[src/rdc_pkg.sv]
// rdc_pkg: shared constants, control/status structs and the digit glyph lookup
// for the radix digit converter. No dependencies.
package rdc_pkg;

    localparam int VALUE_WIDTH = 31;
    localparam int MAX_DIGITS  = 31;
    localparam int RADIX_W     = 5;
    localparam int DIGIT_W     = 5;
    localparam int CHAR_W      = 7;
    localparam int OUT_TDATA_W = ((CHAR_W + 7) / 8) * 8;

    localparam logic [RADIX_W-1:0] RADIX_MIN = RADIX_W'(2);
    localparam logic [RADIX_W-1:0] RADIX_MAX = RADIX_W'(30);
    localparam logic [DIGIT_W-1:0] DIGIT_TOP = DIGIT_W'(29);

    // commands from controller to datapath
    typedef struct packed {
        logic load;      // take a new request
        logic step;      // one restoring-division bit
        logic store;     // save remainder, start next digit or finish
        logic rd;        // read one stored digit
        logic out_load;  // move read digit into the output register
    } t_rdc_cmd;

    // status from datapath to controller
    typedef struct packed {
        logic bit_last;  // final bit of the current division
        logic conv_done; // quotient is zero or the digit store is full
        logic out_free;  // output register free by the next edge
        logic rd_last;   // digit being read is the least significant
    } t_rdc_sts;

    // digit 0..29 to '0'-'9', 'A'-'T'; codes above 29 saturate
    function automatic logic [CHAR_W-1:0] glyph(input logic [DIGIT_W-1:0] d);
        logic [DIGIT_W-1:0] ds;
        ds = (d > DIGIT_TOP) ? DIGIT_TOP : d;
        if (ds < DIGIT_W'(10)) begin
            glyph = CHAR_W'(48) + CHAR_W'(ds);
        end else begin
            glyph = CHAR_W'(55) + CHAR_W'(ds);
        end
    endfunction

endpackage

[src/rdc_ctrl.sv]
// rdc_ctrl: sequencing state machine of the radix digit converter.
// Depends on rdc_pkg for the command and status structs.
module rdc_ctrl (
    input  logic              i_clk,
    input  logic              i_rst_n,
    input  logic              i_accept,
    input  rdc_pkg::t_rdc_sts i_sts,
    output rdc_pkg::t_rdc_cmd o_cmd,
    output logic              o_idle
);

    typedef enum logic [2:0] {
        ST_IDLE,
        ST_DIV,
        ST_STORE,
        ST_RD,
        ST_LOAD
    } t_state;

    t_state r_state;
    t_state n_state;

    always_comb begin
        n_state = r_state;
        case (r_state)
            ST_IDLE: begin
                if (i_accept) begin
                    n_state = ST_DIV;
                end
            end
            ST_DIV: begin
                if (i_sts.bit_last) begin
                    n_state = ST_STORE;
                end
            end
            ST_STORE: begin
                n_state = i_sts.conv_done ? ST_RD : ST_DIV;
            end
            ST_RD: begin
                if (i_sts.out_free) begin
                    n_state = ST_LOAD;
                end
            end
            ST_LOAD: begin
                n_state = i_sts.rd_last ? ST_IDLE : ST_RD;
            end
            default: begin
                n_state = ST_IDLE;
            end
        endcase
    end

    always_ff @(posedge i_clk) begin
        if (!i_rst_n) begin
            r_state <= ST_IDLE;
        end else begin
            r_state <= n_state;
        end
    end

    always_comb begin
        o_idle          = (r_state == ST_IDLE);
        o_cmd.load      = (r_state == ST_IDLE) && i_accept;
        o_cmd.step      = (r_state == ST_DIV);
        o_cmd.store     = (r_state == ST_STORE);
        o_cmd.rd        = (r_state == ST_RD) && i_sts.out_free;
        o_cmd.out_load  = (r_state == ST_LOAD);
    end

endmodule

[src/rdc_datapath.sv]
// rdc_datapath: bit-serial restoring divider, digit store memory and output register.
// Depends on rdc_pkg for constants, structs and the glyph lookup.
module rdc_datapath #(
    parameter int VALUE_WIDTH = rdc_pkg::VALUE_WIDTH,
    parameter int MAX_DIGITS  = rdc_pkg::MAX_DIGITS
) (
    input  logic                           i_clk,
    input  logic                           i_rst_n,
    input  rdc_pkg::t_rdc_cmd              i_cmd,
    output rdc_pkg::t_rdc_sts              o_sts,
    input  logic [VALUE_WIDTH-1:0]         i_value,
    input  logic [rdc_pkg::RADIX_W-1:0]    i_radix,
    input  logic                           i_out_ready,
    output logic                           o_out_valid,
    output logic [rdc_pkg::CHAR_W-1:0]     o_out_char,
    output logic                           o_out_last
);

    localparam int BIT_W = (VALUE_WIDTH > 1) ? $clog2(VALUE_WIDTH) : 1;
    localparam int IDX_W = $clog2(MAX_DIGITS);
    localparam int DW    = rdc_pkg::DIGIT_W;

    logic [VALUE_WIDTH-1:0]      r_quot;
    logic [DW-1:0]               r_rem;
    logic [rdc_pkg::RADIX_W-1:0] r_base;
    logic [BIT_W-1:0]            r_bit;
    logic [IDX_W-1:0]            r_wr_idx;
    logic [IDX_W-1:0]            r_rd_idx;
    logic [DW-1:0]               r_rd_data;
    logic [DW-1:0]               r_store [MAX_DIGITS];
    logic                        r_out_valid;
    logic [rdc_pkg::CHAR_W-1:0]  r_out_char;
    logic                        r_out_last;

    logic [rdc_pkg::RADIX_W-1:0] n_base;
    logic [DW:0]                 n_trial;
    logic [DW:0]                 n_diff;
    logic                        n_ge;
    logic                        n_done;

    always_comb begin
        if (i_radix < rdc_pkg::RADIX_MIN) begin
            n_base = rdc_pkg::RADIX_MIN;
        end else if (i_radix > rdc_pkg::RADIX_MAX) begin
            n_base = rdc_pkg::RADIX_MAX;
        end else begin
            n_base = i_radix;
        end
        n_trial = {r_rem, r_quot[VALUE_WIDTH-1]};
        n_ge    = (n_trial >= {1'b0, r_base});
        n_diff  = n_trial - {1'b0, r_base};
        n_done  = (r_quot == '0) || (r_wr_idx == IDX_W'(MAX_DIGITS - 1));
    end

    // divider, digit counters
    always_ff @(posedge i_clk) begin
        if (i_cmd.load) begin
            r_quot   <= i_value;
            r_base   <= n_base;
            r_rem    <= '0;
            r_bit    <= '0;
            r_wr_idx <= '0;
        end else if (i_cmd.step) begin
            // remainder stays below the base, so it fits in DW bits
            r_rem  <= n_ge ? n_diff[DW-1:0] : n_trial[DW-1:0];
            r_quot <= {r_quot[VALUE_WIDTH-2:0], n_ge};
            r_bit  <= r_bit + BIT_W'(1);
        end else if (i_cmd.store) begin
            r_rem <= '0;
            r_bit <= '0;
            if (n_done) begin
                r_rd_idx <= r_wr_idx;
            end else begin
                r_wr_idx <= r_wr_idx + IDX_W'(1);
            end
        end else if (i_cmd.out_load) begin
            r_rd_idx <= r_rd_idx - IDX_W'(1);
        end
    end

    // digit store, one write and one registered read port
    always_ff @(posedge i_clk) begin
        if (i_cmd.store) begin
            r_store[r_wr_idx] <= r_rem;
        end
        if (i_cmd.rd) begin
            r_rd_data <= r_store[r_rd_idx];
        end
    end

    // output register
    always_ff @(posedge i_clk) begin
        if (!i_rst_n) begin
            r_out_valid <= 1'b0;
        end else if (i_cmd.out_load) begin
            r_out_valid <= 1'b1;
        end else if (i_out_ready) begin
            r_out_valid <= 1'b0;
        end
    end

    always_ff @(posedge i_clk) begin
        if (i_cmd.out_load) begin
            r_out_char <= rdc_pkg::glyph(r_rd_data);
            r_out_last <= (r_rd_idx == '0);
        end
    end

    always_comb begin
        o_sts.bit_last  = (r_bit == BIT_W'(VALUE_WIDTH - 1));
        o_sts.conv_done = n_done;
        o_sts.out_free  = !r_out_valid || i_out_ready;
        o_sts.rd_last   = (r_rd_idx == '0);
        o_out_valid     = r_out_valid;
        o_out_char      = r_out_char;
        o_out_last      = r_out_last;
    end

endmodule

[src/radix_digit_converter.sv]
// radix_digit_converter: top level, stream ports around controller and datapath.
// Depends on rdc_pkg, rdc_ctrl and rdc_datapath.
//
// A request on the slave stream carries a non-negative value and a radix; the
// radix is clamped to 2..30. The master stream returns one ASCII character per
// digit, most significant first ('0'-'9' then 'A'-'T'), with tlast on the
// least significant digit. Zero gives the single digit '0'. A value with more
// than MAX_DIGITS digits yields only its MAX_DIGITS low digits.
// Each digit comes from one pass of a shared bit-serial restoring divider that
// resolves one quotient bit per cycle and then stores the remainder as a
// digit. After the last division, each digit is read from the store and then
// loaded into the output register.
// tready is high only while no conversion is in progress; the next request is
// taken while the final digit still waits in the output register.
// A stalled receiver holds the output register and the digit readout waits.
// Synchronous active-low reset returns to idle and empties the output register;
// the digit store needs no clearing.
module radix_digit_converter #(
    parameter int VALUE_WIDTH = rdc_pkg::VALUE_WIDTH,
    parameter int MAX_DIGITS  = rdc_pkg::MAX_DIGITS
) (
    input  logic                                  i_clk,
    input  logic                                  i_rst_n,
    input  logic                                  i_s_axis_tvalid,
    output logic                                  o_s_axis_tready,
    // [VALUE_WIDTH-1:0] value, then radix (5 bits), zero padded to bytes
    input  logic [((VALUE_WIDTH + rdc_pkg::RADIX_W + 7) / 8) * 8 - 1:0] i_s_axis_tdata,
    output logic                                  o_m_axis_tvalid,
    input  logic                                  i_m_axis_tready,
    // [6:0] digit_char, [7] zero
    output logic [rdc_pkg::OUT_TDATA_W-1:0]       o_m_axis_tdata,
    output logic                                  o_m_axis_tlast
);

    rdc_pkg::t_rdc_cmd              cmd;
    rdc_pkg::t_rdc_sts              sts;
    logic                           idle;
    logic                           accept;
    logic [rdc_pkg::CHAR_W-1:0]     out_char;

    // no request is taken while reset is held
    assign accept = i_s_axis_tvalid && idle && i_rst_n;
    assign o_s_axis_tready = idle && i_rst_n;
    assign o_m_axis_tdata = rdc_pkg::OUT_TDATA_W'(out_char);

    rdc_ctrl u_ctrl (
        .i_clk    (i_clk),
        .i_rst_n  (i_rst_n),
        .i_accept (accept),
        .i_sts    (sts),
        .o_cmd    (cmd),
        .o_idle   (idle)
    );

    rdc_datapath #(
        .VALUE_WIDTH (VALUE_WIDTH),
        .MAX_DIGITS  (MAX_DIGITS)
    ) u_datapath (
        .i_clk       (i_clk),
        .i_rst_n     (i_rst_n),
        .i_cmd       (cmd),
        .o_sts       (sts),
        .i_value     (i_s_axis_tdata[VALUE_WIDTH-1:0]),
        .i_radix     (i_s_axis_tdata[VALUE_WIDTH +: rdc_pkg::RADIX_W]),
        .i_out_ready (i_m_axis_tready),
        .o_out_valid (o_m_axis_tvalid),
        .o_out_char  (out_char),
        .o_out_last  (o_m_axis_tlast)
    );

endmodule

[config.mk]
export PLATFORM = sky130hd
export DESIGN_NAME = radix_digit_converter
export DESIGN_NICKNAME = d
export VERILOG_FILES = /design/src/rdc_pkg.sv /design/src/rdc_ctrl.sv /design/src/rdc_datapath.sv /design/src/radix_digit_converter.sv
export SDC_FILE = /design/constraint.sdc
export NUM_CORES = 1
export LEC_CHECK = 0
export BUFFER_PORTS_ARGS = -buffer_cell sky130_fd_sc_hd__buf_2
export CAP_MARGIN = 40
export CELL_PAD_IN_SITES_DETAIL_PLACEMENT = 0
export CELL_PAD_IN_SITES_GLOBAL_PLACEMENT = 1
export CORE_MARGIN = 2
export CORE_UTILIZATION = 30
export CTS_CLUSTER_DIAMETER = 30
export DETAILED_ROUTE_END_ITERATION = 8
export GPL_TIMING_DRIVEN = 0
export PLACE_DENSITY_LB_ADDON = 0.1
export REMOVE_ABC_BUFFERS = 1
export SYNTH_ARGS = -nofsm -noshare
export SYNTH_HDL_FRONTEND = slang
export SYNTH_SLANG_ARGS = --single-unit
[constraint.sdc]
create_clock -name i_clk -period 2.49 [get_ports i_clk]
set_input_delay 0.498 -clock i_clk [delete_from_list [all_inputs] [get_ports i_clk]]
set_output_delay 0.498 -clock i_clk [all_outputs]
set_load 0.01 [all_outputs]
# After elaboration in Yosys (flattened, before gate mapping)
# Memories as Yosys holds them, arrays and structs flattened. A register that Yosys moved wholly into a read port is not among the register bits.
# Index checks and enable logic that the tools add are counted.
[classes]
n_addsub = 6
n_lt_le_gt_ge = 5
eq_ne = 10
n_mux = 22
bitwise_logic = 3
n_reduce_logical = 19
[op_table]
columns = ["operator", "count"]
rows = [
  ["$mux 31", 2],
  ["$mux 5", 9],
  ["$logic_not 31->1", 1],
  ["$pmux 3 s5", 1],
  ["$add 6x5->7 const A", 2],
  ["$add 5x1->5 const B", 2],
  ["$eq 5x5->1 const B", 2],
  ["$gt 5x5->1 const B", 2],
  ["$mux 3", 3],
  ["$ne 2x1->1 const B", 4],
  ["$reduce_bool 2->1", 4],
  ["$mux 7", 1],
  ["$eq 3x2->1 const B", 2],
  ["$ge 6x5->1", 1],
  ["$reduce_and 3->1", 2],
  ["$logic_and 1x1->1", 5],
  ["$logic_not 5->1", 1],
  ["$lt 5x2->1 const B", 1],
  ["$lt 5x4->1 const B", 1],
  ["$sub 5x1->5 const B", 1],
  ["$sub 5x5->5", 1],
  ["$mux 1", 4],
  ["$mux 2", 2],
  ["$reduce_and 4->1", 1],
  ["7 further kinds", 10],
]
[totals]
regBits = 68
ramBits = 155
input_bits = 44
output_inout_bits = 11
n_memories = 1
[mem_list]
columns = ["memory", "words", "word_bits", "read_ports", "rd_ports_with_merged_regs", "write_ports", "line_no", "source"]
rows = [
  ["u_datapath.r_store", 31, 5, 1, 1, 1, "rdc_datapath.sv:30", "logic [DW-1:0] r_store [MAX_DIGITS];"],
]

# Depth between registers and ports, before layout
# Gate-level depths: netlist of the first run.
[depth]
ltp_word = 6
depth_mapped = 10
depth_no_buf = 8

# Modules after synthesis
# A second synthesis of the first run with hierarchy kept.
[unflattened]
hier_cells = 647
hier_area_um2 = 9900.7
[by_module_without_submodules]
columns = ["mod", "instances", "cells_each", "area_per_inst_um2", "seq_area_each_um2"]
rows = [
  ["rdc_datapath", 1, 617, 9656.8, 6596.3],
  ["rdc_ctrl", 1, 26, 220.2, 60.1],
  ["radix_digit_converter", 1, 4, 23.8, 0.0],
]

# Least setup slack after synthesis of the first run
# OpenSTA, ideal clock, no wires.
[synth_path]
path_type = "register to register"
startpoint = "register u_datapath.r_rem[0]"
endpoint = "register u_datapath.r_rem[0]"
setup_time_ns = 0.117
arrival_time_ns = 2.043
slack_ns = 0.330
path_stages_with_launch = 8
n_path_buf = 0
synth_period_minus_slack_ns = 2.160
cell_sequence = "dfxtp_1 -> inv_1 -> fa_1 -> nand2b_1 -> a21oi_1 -> nor2_1 -> mux2i_1 -> a22o_1"
[synth_via]
elab_chain_cells = 3
[synth_rtl]
columns = ["item", "line_no", "source"]
rows = [
  ["from (decl)", "rdc_datapath.sv:24", "logic [DW-1:0] r_rem;"],
  ["from (signal assigned)", "rdc_datapath.sv:65", "r_rem <= n_ge ? n_diff[DW-1:0] : n_trial[DW-1:0];"],
  ["$ge 6x5->1", "rdc_datapath.sv:50", "n_ge = (n_trial >= {1'b0, r_base});"],
  ["$mux 5", "rdc_datapath.sv:65", ""],
  ["$mux 5", "rdc_datapath.sv:63", "end else if (i_cmd.step) begin"],
]
# No other way between the ends.
# A chain may end at the register's enable or synchronous reset.

==> out/qor.csv, run 1 <==
metric,value,unit
outcome,"finished, final reports clean",
pwr dens,1050,nW/um2
Pint,10.4,mW
r2r endpoint,u_datapath.r_rd_data[4],
drt total wl,23900,um
CTS buffer count,59,
critical-path maximum fanout,10,
hold-fix buffer count after cts,0,
grt total ovfl,0,
Critical Path Source Type,flop,
"Slew Viols, Final",0,
RR Startpoint,u_datapath.r_rd_idx[0],
CP Depth,7,
CP Data Required Time,2760,ps
Worst Tran Pin Value,754,ps
die height,185,um
Initial DRC Count,289,
post-synthesis cell area,9800,um2
fmax,0.418,GHz
Clock Sinks,228,
Max-Cap Viols,0,
register area,6660,um2
Leak,4.67,nW
post-synthesis register bit count,228,
Site Rows,66,
Clock Path Buffers,3,
Starting Density,30.3,%
relative slew slack,49.6,%
Clock H-tree levels,2,
drt via density,4.73,
RSZ-0062 raised after global routing,yes,
Sw Share,23.4,%
"commonest non-fill, non-tap cell in the layout",edfxtp_1,
Reg power frac,36.6,%
r2r setup slk,100,ps
Worst path most repeated cell,buf_8,
placed instance area,10700,um2
synthesized area per cell,13.8,um2
worst min path class,primary input to flop,
sequential share of the synthesized area,67.9,%
Final Net Count,866,
asr flop ratio synth,0,%
Synth Flop Type,edfxtp_1,
post-route design area,12900,um2
full die area,34100,um2
CTS tree,yes,
Pre-Repair DR Iteration Count,5,
synth warn,0,
Total GRT Usage,14.4,%
Layout Cells excl Fill,1299,
end of the critical path,u_datapath.r_rd_data[4],
skew final,14.3,ps
Psw,3.16,mW
footprint of the multi-input gates,2920,um2
Antenna Nets Post-Route,0,
max incr delay on CP,590,ps
Root Buffer,clkbuf_16,
clock latency on the worst-skew pair,560,ps
pin count of the biggest net entering global routing,41,
combinational power share,6.4,%
Buffers & Inverters on Critical Path,3,
crit-path cells,"buf_8, buf_16, buf_8, mux4_1, mux2_2, a2bb2oi_1, nand3_1",
first-pass GRT wire length,36900,um
Final Hold Fails,0,
vias in the first global route,6386,
cell depth of the worst flop-to-flop path,7,
Critical Path Sink Type,flop,
"EDFF count, synth",209,
"CTS clk-pin slew, worst paths",40,ps
"Slowest-stage cell, CP",mux4_1,
Placer Congestion,0.771,
Worst Setup SP,u_datapath.r_rd_idx[0],
maximum vdd drop,0.658,mV
Remaining DRCs,0,
clock power share,57.0,%
initial antenna violation count,0,
placed cell count,1181,
crit path DAT,2660,ps
crit share post-route,96.1,%
Die W,185,um
final worst setup slack,97.5,ps
Yosys cell types,62,
fin util,39.9,%
crit path kind,flop to flop,
via count,6141,
share of cells above drive strength 1,26.5,%
most frequent cells in the layout,"edfxtp_1, nand2_1, clkbuf_16",
Ant. Diodes,0,
fillers,3057,
Syn-to-layout area delta,31.7,%
count of endpoints failing setup in the final report,0,
Port-buffer cells,49,
Post-Synthesis Cells,712,
Post-Route Hold Slack,153,ps
DP Worst Slack,-306,ps
"delay-heaviest family, CP",multiplexers,
Core Region,32400,um2
IO Count,55,
per-cell routed wire length,18.4,um
hpwl dp,15900,um
min Tclk post-route,2390,ps
[synthesized netlist by cell type (6+ instances only)]
cell type	n	area share, %
edfxtp_1	209	64
nor3_1	9	0.46
nand3_1	18	0.92
mux4_2	20	4.6
nand4_1	6	0.38
clkbuf_1	16	0.61
o21ai_0	26	1.3
nor4_1	7	0.45
a21oi_1	21	1.1
inv_1	16	0.61
dfxtp_1	19	3.9
mux2i_1	28	2.9
nor2_1	62	2.4
nand2_1	125	4.8
ha_1	13	1.7
buf_2	11	0.56
nand2b_1	6	0.38
[worst min path at each step]
stage                         from                   end  slack [ps]  depth (start not counted)
6_report        i_s_axis_tdata[34]  u_datapath.r_base[3]         150                          1
5_1_grt         i_s_axis_tdata[34]  u_datapath.r_base[3]         140                          1
4_1_cts         i_s_axis_tdata[34]  u_datapath.r_base[3]         120                          1
3_5_place_dp   u_datapath.r_bit[4]   u_datapath.r_bit[4]         470                          1
3_3_place_gp   u_datapath.r_bit[4]   u_datapath.r_bit[4]         470                          1
2_1_floorplan  u_datapath.r_bit[4]   u_datapath.r_bit[4]         440                          1
[area by class of cell]
| class | count | share of cell area (%) |
|---|---|---|
| clock buffers | 65 | 12.0 |
| clock inverters | 45 | 3.93 |
| inverters | 19 | 0.572 |
| multi-input cells | 428 | 22.6 |
| flip-flops and latches | 228 | 51.6 |
| well taps | 442 | 4.28 |
| repair buffers | 72 | 4.98 |
[through the flow]
stage	power, mW	TNS [ps]
final	13.5	0
after global routing	14.0	-398
after CTS	13.7	-9320
after detailed placement	5.90	-19330
after global placement	5.69	-92180
after floorplan	5.32	-11460
[layer usage]
| metal | up-vias | global-route usage (%) | share of wire (%) |
|---|---|---|---|
| li1 | 2895 | - | - |
| met1 | 3032 | 18.7 | 45 |
| met2 | 155 | 23.1 | 47 |
| met3 | 59 | 3.58 | 5.3 |
| met4 | 0 | 5.94 | 2.7 |
| met5 | - | 0 | 0 |
[flip-flops by register name (all words and copies together) (netlist names)]
signal / cells
u_ctrl.r_state: 3
u_datapath.o_out_char: 7
u_datapath.o_out_last: 1
u_datapath.o_out_valid: 1
u_datapath.r_base: 5
u_datapath.r_bit: 5
u_datapath.r_quot: 31
u_datapath.r_rd_data: 5
u_datapath.r_rd_idx: 5
u_datapath.r_rem: 5
u_datapath.r_store: 155
u_datapath.r_wr_idx: 5
[timing repair]
action,CTS,global route
hold endpoints to repair,0,0
cloned,0,0
endpoints found under the setup margin,165,190
buffers inserted,2,6
gates resized for setup,10,13
[worst register-to-register path: stages (launching register included)]
cell	delay (ps)
edfxtp_1	380
buf_8	160
buf_16	160
buf_8	160
mux4_1	590
mux2_2	320
a2bb2oi_1	190
nand3_1	150
[logic make-up after synthesis]
kind of cell             Yosys count  share of synthesized area (%)
adder cells (fa/ha/maj)           14                           1.86
AO/OA/AOI/OAI                     91                           6.07
other                              1                         0.0383
AND/OR/NAND/NOR                  259                           11.6
multiplexers                      58                           9.37
XOR/XNOR                           5                          0.447
flip-flops                       228                           67.9
buffers and inverters             56                           2.72
[power groups by stage]
| stage | Sequential, mW | Combinational [mW] | Clock, mW |
|---|---|---|---|
| detailed placement | 5.01 | 0.890 | 0 |
| floorplan | 4.95 | 0.363 | 0 |
| finish | 4.94 | 0.866 | 7.71 |
| global route | 4.97 | 0.986 | 8.05 |
| global placement | 5.20 | 0.484 | 0 |
| CTS | 4.94 | 0.892 | 7.84 |
(Power assumes the default switching activity.)
==> run 2: changes to the inputs <==
Settings changed: GPL_TIMING_DRIVEN 0 to unset.
==> run 2 against run 1 <==
  * Non-clock buffer count is 37 higher
  * Clock skew is 8.1 ps higher
  * Critical path depth is 2 lower
  * Combinational power is 11% higher
  * Die area stayed put
  * Flip-flop and latch count stayed put
  * Sequential power is 4% lower
  * Sequential share of layout area is 0.63 points higher
  * Critical path type unchanged
  * Largest cell class unchanged
==> out/qor.csv, run 2 (same netlist as run 1, synthesis figures left out) <==
metric,value,unit,change
r2r endpoint,u_datapath.r_rd_data[4],,
Pint,9.77,mW,-5.7%
crit path DAT,2440,ps,-220 ps
grt total ovfl,0,,unchanged
max incr delay on CP,610,ps,+20 ps
min-delay src,i_s_axis_tdata[34],,
Leak,4.70,nW,+0.60%
share of cells above drive strength 1,25.8,%,-0.66 points
placed instance area,10900,um2,+1.7%
initial antenna violation count,0,,unchanged
relative slew slack,62.0,%,+12 points
total power,12.7,mW,-6.1%
post-route design area,12700,um2,-1.3%
per-cell routed wire length,18.1,um,-1.9%
drt total wl,23900,um,-0.19%
Sw Share,23.0,%,-0.32 points
min Tclk post-route,2210,ps,-183 ps
clock power share,55.1,%,-1.9 points
"CTS clk-pin slew, worst paths",40,ps,about the same
Clock H-tree levels,2,,unchanged
crit-path cells,"buf_12, mux4_1, mux2_2, a2bb2oi_1, nand3_1",,
Critical Path Source Type,flop,,
hold path depth,1,,unchanged
pin count of the biggest net entering global routing,42,,+2.4%
count of endpoints failing setup in the final report,0,,unchanged
"Slowest-stage cell, CP",mux4_1,,
Initial DRC Count,338,,+17%
placed cell count,1226,,+3.8%
Reg power frac,37.3,%,+0.7 points
Clock Sinks,228,,unchanged
Placer Congestion,0.758,,-1.7%
"Slew Viols, Final",0,,unchanged
fin util,39.4,%,-0.50 points
Remaining DRCs,0,,unchanged
Port-buffer cells,49,,unchanged
crit share post-route,88.7,%,-7.4 points
clock latency on the worst-skew pair,540,ps,-20 ps
"commonest non-fill, non-tap cell in the layout",edfxtp_1,,
Syn-to-layout area delta,30.1,%,
CP Data Required Time,2720,ps,-40 ps
crit path kind,flop to flop,,
Final Hold Fails,0,,unchanged
Max-Cap Viols,0,,unchanged
RR Startpoint,u_datapath.r_rd_idx[0],,
pwr dens,996,nW/um2,-4.9%
Site Rows,66,,unchanged
Critical Path Sink Type,flop,,
full die area,34100,um2,unchanged
Die W,185,um,unchanged
outcome,"finished, final reports clean",,
drt via density,4.68,,-0.91%
Largest register FFs,155,,unchanged
Psw,2.93,mW,-7.4%
"delay-heaviest family, CP",multiplexers,,
hpwl dp,15600,um,-1.7%
Antenna Nets Post-Route,0,,unchanged
CTS tree,yes,,
via count,6188,,+0.77%
Layout Cells excl Fill,1321,,+1.7%
r2r setup slk,280,ps,+180 ps
Hold Path End,u_datapath.r_base[3],,
CTS buffer count,55,,-6.8%
fmax,0.453,GHz,+8.3%
vias in the first global route,6411,,+0.39%
Core Region,32400,um2,unchanged
worst min path class,primary input to flop,,
most frequent cells in the layout,"edfxtp_1, nand2_1, nor2_1",,
hold-fix buffer count after cts,0,,unchanged
final setup TNS,0,ps,unchanged
RSZ-0062 raised after global routing,no,,
first-pass GRT wire length,36800,um,-0.30%
critical-path maximum fanout,25,,+15
largest reg by FF count,u_datapath.r_store,,
Root Buffer,clkbuf_16,,
Post-CTS Setup Bufs,0,,-2
cell depth of the worst flop-to-flop path,5,,-2
Starting Density,30.3,%,unchanged
Clock Path Buffers,3,,unchanged
Pre-Repair DR Iteration Count,5,,unchanged
Final Net Count,899,,+3.8%
maximum vdd drop,0.507,mV,-23%
Ant. Diodes,0,,unchanged
Total GRT Usage,14.4,%,-0.018 points
IO Count,55,,unchanged
combinational power share,7.6,%,+1.2 points
die height,185,um,unchanged
Worst Tran Pin Value,568,ps,-185 ps
post_cts resized,0,,-10
skew final,22.4,ps,+8.08 ps
Buffers & Inverters on Critical Path,1,,-2
-- run 2: changes by cell type in the layout (fill, tap and decap cells not counted), moves of 4 or more --
| cell | previous run | this run |
|---|---|---|
| clkbuf_16 | 61 | 55 |
| nor2_2 | 13 | 0 |
| inv_6 | 10 | 3 |
| buf_12 | 1 | 5 |
| nand2_2 | 5 | 1 |
| clkinv_2 | 10 | 6 |
| buf_8 | 7 | 0 |
| nand2_1 | 121 | 125 |
| nor2_1 | 49 | 62 |
| buf_4 | 7 | 55 |
| buf_16 | 8 | 0 |
-- run 2: power groups by stage --
| stage | Combinational [mW] | Clock (mW) | Sequential (mW) |
|---|---|---|---|
| after CTS | 0.988 | 7.14 | 4.74 |
| after detailed placement | 0.989 | 0 | 4.81 |
| final | 0.962 | 6.99 | 4.74 |
| after global routing | 1.09 | 7.34 | 4.75 |
| after floorplan | 0.363 | 0 | 4.95 |
| after global placement | 0.935 | 0 | 4.80 |
-- run 2: final cells by class --
cell class | count | area [um2]
fill | 3105 | 19600
inverter | 19 | 71.3
tap | 442 | 553
sequential | 228 | 6660
clock buffer | 60 | 1400
clock inverter | 35 | 435
timing repair buffer | 109 | 758
multi-input combinational | 428 | 2880
-- run 2: layer usage --
metal / GRT usage (%) / part of all wire (%)
met2: 23.7 / 48
met4: 5.71 / 2.8
met5: 0 / 0
met3: 3.08 / 4.9
met1: 18.5 / 44
-- run 2: how the worst max path moves through the flow --
| stage | from | to | slack [ps] | cells past startpoint |
|---|---|---|---|---|
| after floorplan | u_datapath.r_rd_idx[0] | u_datapath.r_rd_data[4] | -810 | 4 |
| after global placement | u_datapath.r_rd_idx[0] | u_datapath.r_rd_data[1] | 250 | 5 |
| after detailed placement | u_datapath.r_rd_idx[0] | u_datapath.r_rd_data[1] | 260 | 5 |
| after CTS | u_datapath.r_rd_idx[0] | u_datapath.r_rd_data[1] | 250 | 5 |
| after global routing | u_datapath.r_rd_idx[0] | u_datapath.r_rd_data[4] | 110 | 5 |
| final | u_datapath.r_rd_idx[0] | u_datapath.r_rd_data[4] | 280 | 5 |
-- run 2: through the flow --
stage,worst slack [ps],hold WS [ps]
3_3_place_gp,250,467
4_1_cts,251,138
3_5_place_dp,262,474
5_1_grt,113,155
2_1_floorplan,-809,440
6_report,281,169
==> run 3: changes to the inputs <==
==> constraint.sdc (replaced) <==
create_clock -name i_clk -period 2.4 [get_ports i_clk]
set_input_delay 0.48 -clock i_clk [delete_from_list [all_inputs] [get_ports i_clk]]
set_output_delay 0.48 -clock i_clk [all_outputs]
set_load 0.1 [all_outputs]
==> run 3 against run 2 <==
  * Clock skew fell by 12 ps
  * Via count barely moved
  * Clock power rose by 7.6%
  * Setup slack got worse by 120 ps
  * Count of clock-buffer cells in the layout did not move
  * Final cell count rose by 0.53%
  * Register-to-register slack got worse by 120 ps
  * Utilization rose by 0.27 points
  * Critical path type is now flop to output port
  * Largest power group unchanged
==> out/qor.csv, run 3 (same netlist as run 1, synthesis figures left out) <==
metric,value,unit,change
outcome,"finished, final reports clean",,
Port-buffer cells,49,,unchanged
Root Buffer,clkbuf_16,,
Site Rows,66,,unchanged
share of cells above drive strength 1,26.5,%,+0.70 points
Critical Path Sink Type,output port,,
CTS tree,yes,,
relative slew slack,60.5,%,-1.5 points
"CTS clk-pin slew, worst paths",40,ps,about the same
"commonest non-fill, non-tap cell in the layout",edfxtp_1,,
initial antenna violation count,0,,unchanged
crit path kind,flop to output port,,
skew final,10.7,ps,-11.7 ps
crit path DAT,1760,ps,-680 ps
Clock Sinks,228,,unchanged
drt total wl,24100,um,+0.90%
CP Data Required Time,1920,ps,-800 ps
vias in the first global route,6640,,+3.6%
Final Net Count,902,,+0.33%
Total GRT Usage,14.5,%,+0.13 points
Pre-Repair DR Iteration Count,5,,unchanged
full die area,34100,um2,unchanged
Placer Congestion,0.760,,+0.26%
placed instance area,11000,um2,+0.34%
Max-Cap Viols,0,,unchanged
"Slowest-stage cell, CP",buf_2,,
first-pass GRT wire length,37200,um,+1.3%
fillers,3108,,+0.097%
Syn-to-layout area delta,31.0,%,
"delay-heaviest family, CP",buffers and inverters,,
Largest register FFs,155,,unchanged
pwr dens,1050,nW/um2,+5.0%
Critical Path Source Type,flop,,
CTS buffer count,53,,-3.6%
per-cell routed wire length,18.1,um,+0.36%
Worst Tran Pin Value,592,ps,+23.5 ps
max incr delay on CP,430,ps,-180 ps
post-route design area,12800,um2,+0.70%
maximum vdd drop,0.469,mV,-7.5%
Die W,185,um,unchanged
clock power share,56.0,%,+0.9 points
count of endpoints failing setup in the final report,0,,unchanged
Reg power frac,36.6,%,-0.7 points
pin count of the biggest net entering global routing,42,,unchanged
grt total ovfl,0,,unchanged
combinational power share,7.4,%,-0.2 points
most frequent cells in the layout,"edfxtp_1, nand2_1, nor2_1",,
clock latency on the worst-skew pair,540,ps,about the same
"Slew Viols, Final",0,,unchanged
Leak,4.76,nW,+1.2%
IO Count,55,,unchanged
post_cts resized,0,,unchanged
Clock H-tree levels,2,,unchanged
via count,6191,,+0.048%
placed cell count,1231,,+0.41%
Final Hold Fails,0,,unchanged
Sw Share,22.7,%,-0.32 points
Core Region,32400,um2,unchanged
Post-CTS Setup Bufs,0,,unchanged
crit-path cells,"buf_4, nor3_1, and2_1, buf_2",,
fmax,0.446,GHz,
Layout Cells excl Fill,1328,,+0.53%
Starting Density,30.3,%,unchanged
Ant. Diodes,0,,unchanged
largest reg by FF count,u_datapath.r_store,,
crit share post-route,93.4,%,
worst min path class,primary input to flop,,
Remaining DRCs,0,,unchanged
Antenna Nets Post-Route,0,,unchanged
Buffers & Inverters on Critical Path,2,,+1
RSZ-0062 raised after global routing,no,,
Initial DRC Count,377,,+12%
Pint,10.4,mW,+6.1%
drt via density,4.66,,-0.48%
min Tclk post-route,2240,ps,
hpwl dp,15600,um,-0.14%
Psw,3.05,mW,+4.2%
critical-path maximum fanout,11,,-56%
Clock Path Buffers,3,,unchanged
die height,185,um,unchanged
hold-fix buffer count after cts,0,,unchanged
run 3: power by group through the flow:
stage,registers [mW],logic [mW],clock network (mW)
after CTS,4.92,1.02,7.66
after detailed placement,4.98,1.01,0
after global placement,4.98,0.969,0
after floorplan,5.14,0.391,0
after global routing,4.93,1.13,7.86
final,4.92,0.987,7.52
run 3: path summary, 6_finish.rpt:
path | from | to | slack (ps) | cells after the start
worst min register to register | u_datapath.r_bit[4] | u_datapath.r_bit[4] | 500 | 1
worst max-delay path | u_ctrl.r_state[1] | o_s_axis_tready | 160 | 4
worst min-delay path | i_s_axis_tdata[33] | u_datapath.r_base[2] | 150 | 1
worst max register to register | u_datapath.r_rd_idx[0] | u_datapath.r_rd_data[2] | 160 | 6
run 3: metrics by stage:
step	setup WS [ps]	setup TNS [ps]	hold slack [ps]	power (mW)	util (%)
floorplan	-1040	-68690	440	5.53	-
global placement	140	0	464	5.95	33.8
detailed placement	127	0	475	6.00	33.8
CTS	125	0	131	13.6	39.6
global route	32.2	0	142	13.9	39.6
finish	158	0	152	13.4	39.6
run 3: cell type report:
cell class	instances	area (um2)	share of cell area [%]
Timing Repair Buffer	114	796	6.20
Sequential cell	228	6660	51.9
Multi-Input combinational cell	428	2880	22.4
Inverter	19	71.3	0.556
Clock inverter	37	519	4.05
Clock buffer	60	1360	10.6
Tap cell	442	553	4.31
run 3: routing by layer:
layer | wire length (um) | vias up | track usage [%]
met5 | 0 | - | 0
met4 | 745 | 0 | 5.97
met3 | 1080 | 53 | 3.06
met2 | 11400 | 157 | 24.2
met1 | 10800 | 3027 | 18.4
li1 | - | 2954 | -
run 3: worst reg2reg max path: stages (launching register included):
cell and delay, ps:
edfxtp_1 370, buf_12 240, mux2_1 390, mux4_2 500
nand3_1 110, o2111a_1 240, nand3_1 120
